### config.mk
export PLATFORM = sky130hd
export DESIGN_NAME = row_marginal_reducer
export DESIGN_NICKNAME = d
export VERILOG_FILES = /design/src/hw/rtl/rmr_pkg.sv /design/src/hw/rtl/row_marginal_reducer.sv /design/src/hw/rtl/rmr_regs.sv /design/src/hw/rtl/rmr_div.sv /design/src/hw/rtl/rmr_dp.sv /design/src/hw/rtl/rmr_ctrl.sv
export SDC_FILE = /design/constraint.sdc
export NUM_CORES = 2
export LEC_CHECK = 0
export ABC_AREA = 0
export BUFFER_PORTS_ARGS = -buffer_cell sky130_fd_sc_hd__buf_2
export CELL_PAD_IN_SITES_DETAIL_PLACEMENT = 0
export CELL_PAD_IN_SITES_GLOBAL_PLACEMENT = 1
export CORE_MARGIN = 5
export CORE_UTILIZATION = 45
export CTS_BUF_LIST = sky130_fd_sc_hd__clkbuf_8
export CTS_CLUSTER_DIAMETER = 100
export DETAILED_ROUTE_END_ITERATION = 8
export PLACE_DENSITY = 0.83
export REMOVE_ABC_BUFFERS = 1
export SLEW_MARGIN = 25
export SYNTH_ARGS = -nofsm -noshare
export SYNTH_HDL_FRONTEND = slang
export SYNTH_SLANG_ARGS = --single-unit
### constraint.sdc
create_clock -name clk -period 5.1 [get_ports clk]
set_input_delay 0 -clock clk [delete_from_list [all_inputs] [get_ports clk]]
set_output_delay 0 -clock clk [all_outputs]
set_load 0.05 [all_outputs]
### src/hw/rtl/rmr_pkg.sv
// shared types and constants for the row marginal reducer
`default_nettype none

package rmr_pkg;

    // fixed field widths
    localparam int VALUE_W    = 24;
    localparam int PROD_W     = 2 * VALUE_W;
    localparam int MODE_W     = 2;
    localparam int ROW_LEN_W  = 11;

    // register file
    localparam int APB_ADDR_W = 3;
    localparam int APB_DATA_W = 32;
    localparam int REG_IDX_W  = 1;
    localparam logic [REG_IDX_W-1:0] REG_MODE       = 1'd0;
    localparam logic [REG_IDX_W-1:0] REG_ROW_LENGTH = 1'd1;
    localparam logic [ROW_LEN_W-1:0] ROW_LEN_RESET  = 11'd1024;

    // reduction modes, the unused code behaves as the plain mean
    typedef enum logic [MODE_W-1:0] {
        MODE_MEAN  = 2'd0,
        MODE_WMEAN = 2'd1,
        MODE_PEAK  = 2'd2
    } mode_t;

    // controller states
    typedef enum logic [2:0] {
        ST_ACCUM  = 3'd0,
        ST_FLUSH  = 3'd1,
        ST_START  = 3'd2,
        ST_DIVIDE = 3'd3,
        ST_WRITE  = 3'd4
    } state_t;

    // input beat
    typedef struct packed {
        logic signed [VALUE_W-1:0] sample_value;
        logic        [VALUE_W-1:0] sample_weight;
    } sample_beat_t;

    // output beat
    typedef struct packed {
        logic signed [VALUE_W-1:0] row_result;
        logic                      zero_weight;
    } result_beat_t;

    // controller to datapath
    typedef struct packed {
        logic accept;
        logic snap;
        logic div_start;
        logic load_out;
    } ctrl_cmd_t;

    // datapath to controller
    typedef struct packed {
        logic last_item;
        logic need_div;
        logic div_done;
    } ctrl_sts_t;

endpackage

`default_nettype wire

### src/hw/rtl/row_marginal_reducer.sv
// top level of the row marginal reducer
`default_nettype none

// Reduces each row of a Q12.12 time-frequency matrix to one value: plain mean
// (mode 0, also mode 3), energy-weighted mean sum(v*w)/sum(w) (mode 1, with
// zero_weight set and a 0 result when the weights sum to zero), or the value
// at the first strictly largest positive weight (mode 2). Registers over APB:
// mode at 0x0, row_length at 0x4 (0 acts as 1, values above MAX_ROW clip to
// MAX_ROW). Within a row one sample beat is taken per cycle. After the last
// sample of a row the input stalls while the row result is formed: through
// the FLUSH, START and WRITE states in mode 2 or on zero weight, and also
// through the DIVIDE state in the mean modes, where the restoring divider
// produces one quotient bit per cycle. The result sits in an output register,
// so the next row streams in while it waits to be taken; a further row end
// holds until that register is free.
module row_marginal_reducer
    import rmr_pkg::*;
#(
    parameter int MAX_ROW = 1024
)
(
    input  logic                  clk,
    input  logic                  rst_n,
    input  logic                  psel,
    input  logic                  penable,
    input  logic                  pwrite,
    input  logic [APB_ADDR_W-1:0] paddr,
    input  logic [APB_DATA_W-1:0] pwdata,
    output logic [APB_DATA_W-1:0] prdata,
    output logic                  pready,
    input  logic                  sample_valid,
    output logic                  sample_ready,
    input  sample_beat_t          sample_beat,
    output logic                  result_valid,
    input  logic                  result_ready,
    output result_beat_t          result_beat
);

    logic [MODE_W-1:0]    mode;
    logic [ROW_LEN_W-1:0] row_length;
    ctrl_cmd_t            cmd;
    ctrl_sts_t            sts;

    assign pready = 1'b1;

    rmr_regs u_regs (
        .clk        (clk),
        .rst_n      (rst_n),
        .psel       (psel),
        .penable    (penable),
        .pwrite     (pwrite),
        .paddr      (paddr),
        .pwdata     (pwdata),
        .prdata     (prdata),
        .mode       (mode),
        .row_length (row_length)
    );

    rmr_dp #(
        .MAX_ROW (MAX_ROW)
    ) u_dp (
        .clk         (clk),
        .rst_n       (rst_n),
        .mode        (mode),
        .row_length  (row_length),
        .sample_beat (sample_beat),
        .cmd         (cmd),
        .sts         (sts),
        .result_beat (result_beat)
    );

    rmr_ctrl u_ctrl (
        .clk          (clk),
        .rst_n        (rst_n),
        .sample_valid (sample_valid),
        .sample_ready (sample_ready),
        .result_valid (result_valid),
        .result_ready (result_ready),
        .sts          (sts),
        .cmd          (cmd)
    );

endmodule

`default_nettype wire

### src/hw/rtl/rmr_regs.sv
// configuration registers behind the apb port
`default_nettype none

module rmr_regs
    import rmr_pkg::*;
(
    input  logic                  clk,
    input  logic                  rst_n,
    input  logic                  psel,
    input  logic                  penable,
    input  logic                  pwrite,
    input  logic [APB_ADDR_W-1:0] paddr,
    input  logic [APB_DATA_W-1:0] pwdata,
    output logic [APB_DATA_W-1:0] prdata,
    output logic [MODE_W-1:0]     mode,
    output logic [ROW_LEN_W-1:0]  row_length
);

    logic [MODE_W-1:0]    mode_reg, mode_next;
    logic [ROW_LEN_W-1:0] row_length_reg, row_length_next;
    logic [REG_IDX_W-1:0] reg_idx;

    assign reg_idx = paddr[APB_ADDR_W-1:2];

    // register write decode
    always_comb
    begin
        mode_next       = mode_reg;
        row_length_next = row_length_reg;
        if (psel && penable && pwrite)
        begin
            unique case (reg_idx)
                REG_MODE:       mode_next       = pwdata[MODE_W-1:0];
                REG_ROW_LENGTH: row_length_next = pwdata[ROW_LEN_W-1:0];
                default:        ;
            endcase
        end
    end

    always_ff @(posedge clk or negedge rst_n)
    begin
        if (!rst_n)
        begin
            mode_reg       <= MODE_MEAN;
            row_length_reg <= ROW_LEN_RESET;
        end
        else
        begin
            mode_reg       <= mode_next;
            row_length_reg <= row_length_next;
        end
    end

    // read mux
    always_comb
    begin
        unique case (reg_idx)
            REG_MODE:       prdata = APB_DATA_W'(mode_reg);
            REG_ROW_LENGTH: prdata = APB_DATA_W'(row_length_reg);
            default:        prdata = '0;
        endcase
    end

    assign mode       = mode_reg;
    assign row_length = row_length_reg;

endmodule

`default_nettype wire

### src/hw/rtl/rmr_div.sv
// restoring divider, one quotient bit per cycle
`default_nettype none

module rmr_div #(
    parameter int DVD_W = 58,
    parameter int DVS_W = 34
)
(
    input  logic             clk,
    input  logic             rst_n,
    input  logic             start,
    input  logic [DVD_W-1:0] dividend,
    input  logic [DVS_W-1:0] divisor,
    output logic             done,
    output logic [DVD_W-1:0] quotient
);

    localparam int STEP_W = $clog2(DVD_W + 1);

    logic [DVD_W-1:0]  quo_reg, quo_next;
    logic [DVS_W-1:0]  rem_reg, rem_next;
    logic [DVS_W-1:0]  dvs_reg, dvs_next;
    logic [STEP_W-1:0] step_reg, step_next;
    logic              busy_reg, busy_next;
    logic              done_reg, done_next;
    logic [DVS_W:0]    shifted;
    logic [DVS_W:0]    diff;
    logic              ge;

    // trial subtract of the shifted remainder
    assign shifted = {rem_reg, quo_reg[DVD_W-1]};
    assign diff    = shifted - {1'b0, dvs_reg};
    assign ge      = shifted >= {1'b0, dvs_reg};

    always_comb
    begin
        quo_next  = quo_reg;
        rem_next  = rem_reg;
        dvs_next  = dvs_reg;
        step_next = step_reg;
        busy_next = busy_reg;
        done_next = 1'b0;
        if (start)
        begin
            quo_next  = dividend;
            rem_next  = '0;
            dvs_next  = divisor;
            step_next = STEP_W'(DVD_W);
            busy_next = 1'b1;
        end
        else if (busy_reg)
        begin
            quo_next  = {quo_reg[DVD_W-2:0], ge};
            rem_next  = ge ? diff[DVS_W-1:0] : shifted[DVS_W-1:0];
            step_next = step_reg - 1'b1;
            if (step_reg == STEP_W'(1))
            begin
                busy_next = 1'b0;
                done_next = 1'b1;
            end
        end
    end

    // control
    always_ff @(posedge clk or negedge rst_n)
    begin
        if (!rst_n)
        begin
            step_reg <= '0;
            busy_reg <= 1'b0;
            done_reg <= 1'b0;
        end
        else
        begin
            step_reg <= step_next;
            busy_reg <= busy_next;
            done_reg <= done_next;
        end
    end

    // operands and partial results
    always_ff @(posedge clk)
    begin
        quo_reg <= quo_next;
        rem_reg <= rem_next;
        dvs_reg <= dvs_next;
    end

    assign done     = done_reg;
    assign quotient = quo_reg;

endmodule

`default_nettype wire

### src/hw/rtl/rmr_dp.sv
// datapath: row accumulators, operand select, divider and output register
`default_nettype none

module rmr_dp
    import rmr_pkg::*;
#(
    parameter int MAX_ROW = 1024
)
(
    input  logic                 clk,
    input  logic                 rst_n,
    input  logic [MODE_W-1:0]    mode,
    input  logic [ROW_LEN_W-1:0] row_length,
    input  sample_beat_t         sample_beat,
    input  ctrl_cmd_t            cmd,
    output ctrl_sts_t            sts,
    output result_beat_t         result_beat
);

    localparam int LOG_W = $clog2(MAX_ROW);
    localparam int CNT_W = $clog2(MAX_ROW + 1);
    localparam int LEN_W = (CNT_W > ROW_LEN_W) ? CNT_W : ROW_LEN_W;
    localparam int PS_W  = PROD_W + LOG_W;
    localparam int WS_W  = VALUE_W + LOG_W;
    localparam int VS_W  = VALUE_W + LOG_W;

    logic signed [VALUE_W-1:0] v;
    logic        [VALUE_W-1:0] w;
    logic signed [PROD_W-1:0]  prod_next;

    logic signed [PROD_W-1:0]  prod_reg;
    logic                      prod_pend_reg;
    logic [CNT_W-1:0]          count_reg;
    logic [CNT_W-1:0]          count_inc;
    logic [PS_W-1:0]           product_sum_reg;
    logic [WS_W-1:0]           weight_sum_reg;
    logic [VS_W-1:0]           value_sum_reg;
    logic [VALUE_W-1:0]        best_weight_reg;
    logic [VALUE_W-1:0]        best_value_reg;
    logic [MODE_W-1:0]         mode_item_reg;

    logic [LEN_W-1:0]          eff_len;
    logic [PS_W-1:0]           dvd_u;
    logic [PS_W-1:0]           dvd_mag;
    logic                      dvd_neg;
    logic [WS_W-1:0]           dvs;
    logic                      wmean;
    logic                      zero_sum;

    logic                      neg_snap_reg;
    logic                      zw_snap_reg;
    logic                      peak_snap_reg;
    logic [VALUE_W-1:0]        peak_snap_value_reg;

    logic [PS_W-1:0]           quotient;
    logic [PS_W-1:0]           quo_signed;
    logic                      div_done;
    result_beat_t              result_reg, result_next;

    assign v         = sample_beat.sample_value;
    assign w         = sample_beat.sample_weight;
    assign prod_next = v * $signed({1'b0, w});
    assign count_inc = count_reg + 1'b1;

    // effective row length: zero acts as one, clipped to MAX_ROW
    always_comb
    begin
        eff_len = LEN_W'(row_length);
        if (row_length == '0)
            eff_len = LEN_W'(1);
        else if (LEN_W'(row_length) > LEN_W'(MAX_ROW))
            eff_len = LEN_W'(MAX_ROW);
    end

    // product register, added into the sum in the cycle after the beat
    always_ff @(posedge clk)
    begin
        if (cmd.accept)
            prod_reg <= prod_next;
    end

    // row accumulators
    always_ff @(posedge clk or negedge rst_n)
    begin
        if (!rst_n)
        begin
            prod_pend_reg   <= 1'b0;
            count_reg       <= '0;
            product_sum_reg <= '0;
            weight_sum_reg  <= '0;
            value_sum_reg   <= '0;
            best_weight_reg <= '0;
            best_value_reg  <= '0;
            mode_item_reg   <= MODE_MEAN;
        end
        else
        begin
            prod_pend_reg <= cmd.accept;
            if (cmd.snap)
            begin
                count_reg       <= '0;
                product_sum_reg <= '0;
                weight_sum_reg  <= '0;
                value_sum_reg   <= '0;
                best_weight_reg <= '0;
                best_value_reg  <= '0;
            end
            else
            begin
                if (prod_pend_reg)
                    product_sum_reg <= product_sum_reg
                        + {{(PS_W-PROD_W){prod_reg[PROD_W-1]}}, prod_reg};
                if (cmd.accept)
                begin
                    count_reg      <= count_inc;
                    weight_sum_reg <= weight_sum_reg + WS_W'(w);
                    value_sum_reg  <= value_sum_reg + {{(VS_W-VALUE_W){v[VALUE_W-1]}}, v};
                    mode_item_reg  <= mode;
                    if (w > best_weight_reg)
                    begin
                        best_weight_reg <= w;
                        best_value_reg  <= v;
                    end
                end
            end
        end
    end

    // divider operands for the finished row
    assign wmean    = (mode_item_reg == MODE_WMEAN);
    assign zero_sum = (weight_sum_reg == '0);

    always_comb
    begin
        case (mode_item_reg)
            MODE_WMEAN:
            begin
                dvd_u = product_sum_reg;
                dvs   = weight_sum_reg;
            end
            default:
            begin
                dvd_u = {{(PS_W-VS_W){value_sum_reg[VS_W-1]}}, value_sum_reg};
                dvs   = WS_W'(count_reg);
            end
        endcase
    end

    assign dvd_neg = dvd_u[PS_W-1];
    assign dvd_mag = dvd_neg ? ('0 - dvd_u) : dvd_u;

    // row snapshot taken as the accumulators clear
    always_ff @(posedge clk)
    begin
        if (cmd.snap)
        begin
            neg_snap_reg        <= dvd_neg;
            zw_snap_reg         <= wmean && zero_sum;
            peak_snap_reg       <= (mode_item_reg == MODE_PEAK);
            peak_snap_value_reg <= best_value_reg;
        end
    end

    rmr_div #(
        .DVD_W (PS_W),
        .DVS_W (WS_W)
    ) u_div (
        .clk      (clk),
        .rst_n    (rst_n),
        .start    (cmd.div_start),
        .dividend (dvd_mag),
        .divisor  (dvs),
        .done     (div_done),
        .quotient (quotient)
    );

    assign quo_signed = neg_snap_reg ? ('0 - quotient) : quotient;

    // result beat
    always_comb
    begin
        result_next.zero_weight = zw_snap_reg;
        if (zw_snap_reg)
            result_next.row_result = '0;
        else if (peak_snap_reg)
            result_next.row_result = peak_snap_value_reg;
        else
            result_next.row_result = quo_signed[VALUE_W-1:0];
    end

    always_ff @(posedge clk)
    begin
        if (cmd.load_out)
            result_reg <= result_next;
    end

    assign result_beat   = result_reg;
    assign sts.last_item = (LEN_W'(count_inc) >= eff_len);
    assign sts.need_div  = (mode_item_reg != MODE_PEAK) && !(wmean && zero_sum);
    assign sts.div_done  = div_done;

endmodule

`default_nettype wire

### src/hw/rtl/rmr_ctrl.sv
// controller: row sequencing and the handshakes of both channels
`default_nettype none

module rmr_ctrl
    import rmr_pkg::*;
(
    input  logic      clk,
    input  logic      rst_n,
    input  logic      sample_valid,
    output logic      sample_ready,
    output logic      result_valid,
    input  logic      result_ready,
    input  ctrl_sts_t sts,
    output ctrl_cmd_t cmd
);

    state_t state_reg, state_next;
    logic   result_valid_reg, result_valid_next;

    always_ff @(posedge clk or negedge rst_n)
    begin
        if (!rst_n)
        begin
            state_reg        <= ST_ACCUM;
            result_valid_reg <= 1'b0;
        end
        else
        begin
            state_reg        <= state_next;
            result_valid_reg <= result_valid_next;
        end
    end

    // next state and commands
    always_comb
    begin
        state_next    = state_reg;
        sample_ready  = 1'b0;
        cmd           = '0;
        unique case (state_reg)
            ST_ACCUM:
            begin
                sample_ready = 1'b1;
                cmd.accept   = sample_valid;
                if (sample_valid && sts.last_item)
                    state_next = ST_FLUSH;
            end
            ST_FLUSH:
            begin
                state_next = ST_START;
            end
            ST_START:
            begin
                cmd.snap = 1'b1;
                if (sts.need_div)
                begin
                    cmd.div_start = 1'b1;
                    state_next    = ST_DIVIDE;
                end
                else
                begin
                    state_next = ST_WRITE;
                end
            end
            ST_DIVIDE:
            begin
                if (sts.div_done)
                    state_next = ST_WRITE;
            end
            ST_WRITE:
            begin
                if (!result_valid_reg || result_ready)
                begin
                    cmd.load_out = 1'b1;
                    state_next   = ST_ACCUM;
                end
            end
            default:
            begin
                state_next = ST_ACCUM;
            end
        endcase
    end

    // output beat valid
    always_comb
    begin
        result_valid_next = result_valid_reg;
        if (cmd.load_out)
            result_valid_next = 1'b1;
        else if (result_ready)
            result_valid_next = 1'b0;
    end

    assign result_valid = result_valid_reg;

endmodule

`default_nettype wire

==> reports/results.ini <==
[sta]
hold_violations=0
setup_violations=30
skew_ps=44.11
rsz0062_at_grt=true
fmax_mhz=165.6
fin_ws_ps=-937.6
post-route-min-period_ps=6038
max_slew.worst_pin.slew_ps=917.3
drv_slew=0
fin_crit_sh_pct=118.4
relSlewSlack_pct=38.84
final.setup.tns_ps=-17500
hold-worst-slack_ps=42.81

[finish]
syn_to_final_growth_pct=19.12
layout-drive-gt1-share_pct=17.30
seq_area_um2=11780
nFillCells=9222
layout.nets=6569
finalNonFillerCells=7045
multi_input_area_um2=32120

[critical_path]
crit_path_max_incr_delay_ps=530
reg2reg_from=u_dp.mode_item_reg[1]$_DFFE_PN0P_
cp.required_ps=5510
worst-setup-path-type=in2reg
crit_slowest_cell=fa_1
path_buf_inv=12
crit_start=sample_beat[32]
reg2reg_depth=11
critical-path-top-delay-family=adder cells
crit_top_cell=fa_1
crit_arrival_ps=6450
cp.depth=32
cp_max_fo=4
r2r_slack_ps=1050
r2r_end=u_dp.u_div.quotient[48]$_DFFE_PP_
cp-start-kind=primary input
end_kind=flop

[floorplan]
floorplan.initialDensity_pct=45.44
dieArea_um2=109600
core_um2=102000
fp.dieH_um=331.0
die_w_um=331.0
row_count=117
pin_count=150

[global_route]
grt_pass1_vias=38100
grt_usage_pct=25.20
antenna_found_initial=6
grt_first_pass_wirelength_mm=216.0
grt_max_degree=135
grt-ovfl-total=0

[hold_path]
hp-class=in2reg
hold_depth=5
worstHoldStart=sample_beat[24]
min_to=u_dp.prod_reg[1]$_DFFE_PP_

[clock_tree]
cts_buffer_depth=3
cts_made_buffers=78
clock_latency_ps=700
cts_tree=yes
clkTransAtPathRegs_ps=60
root_buffer=clkbuf_8
numClockSinks=439
htreeDepth=3

[logic_synthesis]
async_reset_ff_share_pct=48.52
synth-edff-count=192
synthFlopType=dfrtp_1
avgSynthCellArea_um2=8.981
seq_area_frac_synth_pct=25.40
ys_warn_count=0
synthesis.area_um2=46370
ys_seq_elements=439
netlist_instances=5163
post_synth_num_cell_types=93

[run_status]
failed_checks=setup timing
status=finished, violations left

[route]
initialDrtViolationCount=3155
vias_per_cell=5.435
vias=38290
post_drt_wl_per_cell_um=19.84
drt_wl_total_mm=139.8
drc=0
first_pass_iters=7
ant_nets=0

[placement]
place_congestion=0.9424
place_inst=6746
placement.io_buffers=104
hpwlAfterDp_mm=110.4

[run]
cap_violations=0

-- worst max path at each step --
stage	slack (ps)	to
2_1_floorplan	-4820	u_dp.u_div.quotient[35]$_DFFE_PP_
3_3_place_gp	-2120	u_dp.prod_reg[45]$_DFFE_PP_
3_5_place_dp	-2200	u_dp.prod_reg[45]$_DFFE_PP_
4_1_cts	-790	u_dp.prod_reg[46]$_DFFE_PP_
5_1_grt	-1080	u_dp.prod_reg[46]$_DFFE_PP_
6_report	-940	u_dp.prod_reg[41]$_DFFE_PP_
-- Yosys cell counts, types with 133 or more instances --
cell | number | area, um^2
xnor2_1 | 139 | 1217
a21oi_1 | 249 | 1246
inv_1 | 694 | 2605
nand2_1 | 539 | 2023
fa_1 | 486 | 9729
a21o_1 | 133 | 998.5
clkbuf_1 | 200 | 750.7
dfrtp_1 | 212 | 5305
o21ai_0 | 293 | 1466
xor2_1 | 136 | 1191
edfxtp_1 | 192 | 5766
nand3_1 | 161 | 805.8
nor2_1 | 540 | 2027
ha_1 | 384 | 4805
-- what timing repair did --
item,in CTS,in global routing
resized for setup,336,181
buffers inserted,55,42
pin swaps,154,91
hold endpoints to repair,291,0
hold buffers,61,0
cloned,1,1
endpoints found under the setup margin,33,31
-- kinds of logic after synthesis --
logic type	Yosys count	synth area share [%]
AND/OR/NAND/NOR	1572	15.02
buffers and inverters	964	8.036
AO/OA/AOI/OAI	927	12.48
adder cells (fa/ha/maj)	870	31.35
flip-flops	439	25.40
XOR/XNOR	275	5.195
multiplexers	114	2.510
other	2	0.01620
-- per-stage QoR --
step	worst slack [ps]	utilization, %	area (um^2)
finish	-937.6	54.13	55230
global placement	-2125	49.36	50360
CTS	-788.9	53.11	54190
detailed placement	-2202	49.36	50360
global route	-1080	54.13	55230
floorplan	-4825	-	45340
-- cell usage in the layout (no fill, tap or decap), types with 24 or more instances in the layout --
cell type      synthesis  layout
xnor2_1              139     133
nor2b_1               43      41
nand2_1              539     532
mux2i_1               96      96
nor2_2                 1      47
o21bai_1              24      24
dfxtp_1               34      34
nor3_1                46      44
fa_2                   0      28
a21oi_1              249     231
fa_1                 486     458
buf_2                 14      75
edfxtp_1             192     192
and3_1                28      25
nand2b_1              43      40
nand4_1               40      40
nor2_1               540     463
ha_1                 384     361
clkbuf_8               0      84
a21o_1               133     133
dlygate4sd3_1          0      60
dfrtp_1              212     210
o21ai_0              293     281
buf_6                  1      68
nor2_4                 0      31
inv_2                  0      42
inv_1                694     668
xor2_1               136     134
and2_1                42      41
nand3_1              161     156
a31oi_1               33      31
buf_12                 0      34
buf_4                 22     353
a211oi_1              45      42
-- layout make-up --
type | count | area share (%)
clock buffer | 84 | 2.093
inverter | 698 | 4.875
clock inverter | 62 | 0.6909
multi-input combinational | 3780 | 58.15
timing repair buffer | 612 | 9.755
antenna | 2 | 0.009061
sequential | 439 | 21.33
tap | 1368 | 3.099
-- per-layer routing --
layer,up-vias,wire length (um),track usage [%]
li1,17920,-,-
met1,18890,62370,36.15
met2,1206,62650,39.43
met3,273,9592,3.641
met4,0,5165,8.713
met5,-,0,0
-- tightest hold or removal path, stage by stage --
cell,delay [ps]
buf_6,100
inv_8,40
buf_4,180
nor2_1,130
ha_1,150
Power is not shown: default switching activity piles up to over one toggle a cycle in this logic, so the estimate is an artifact.
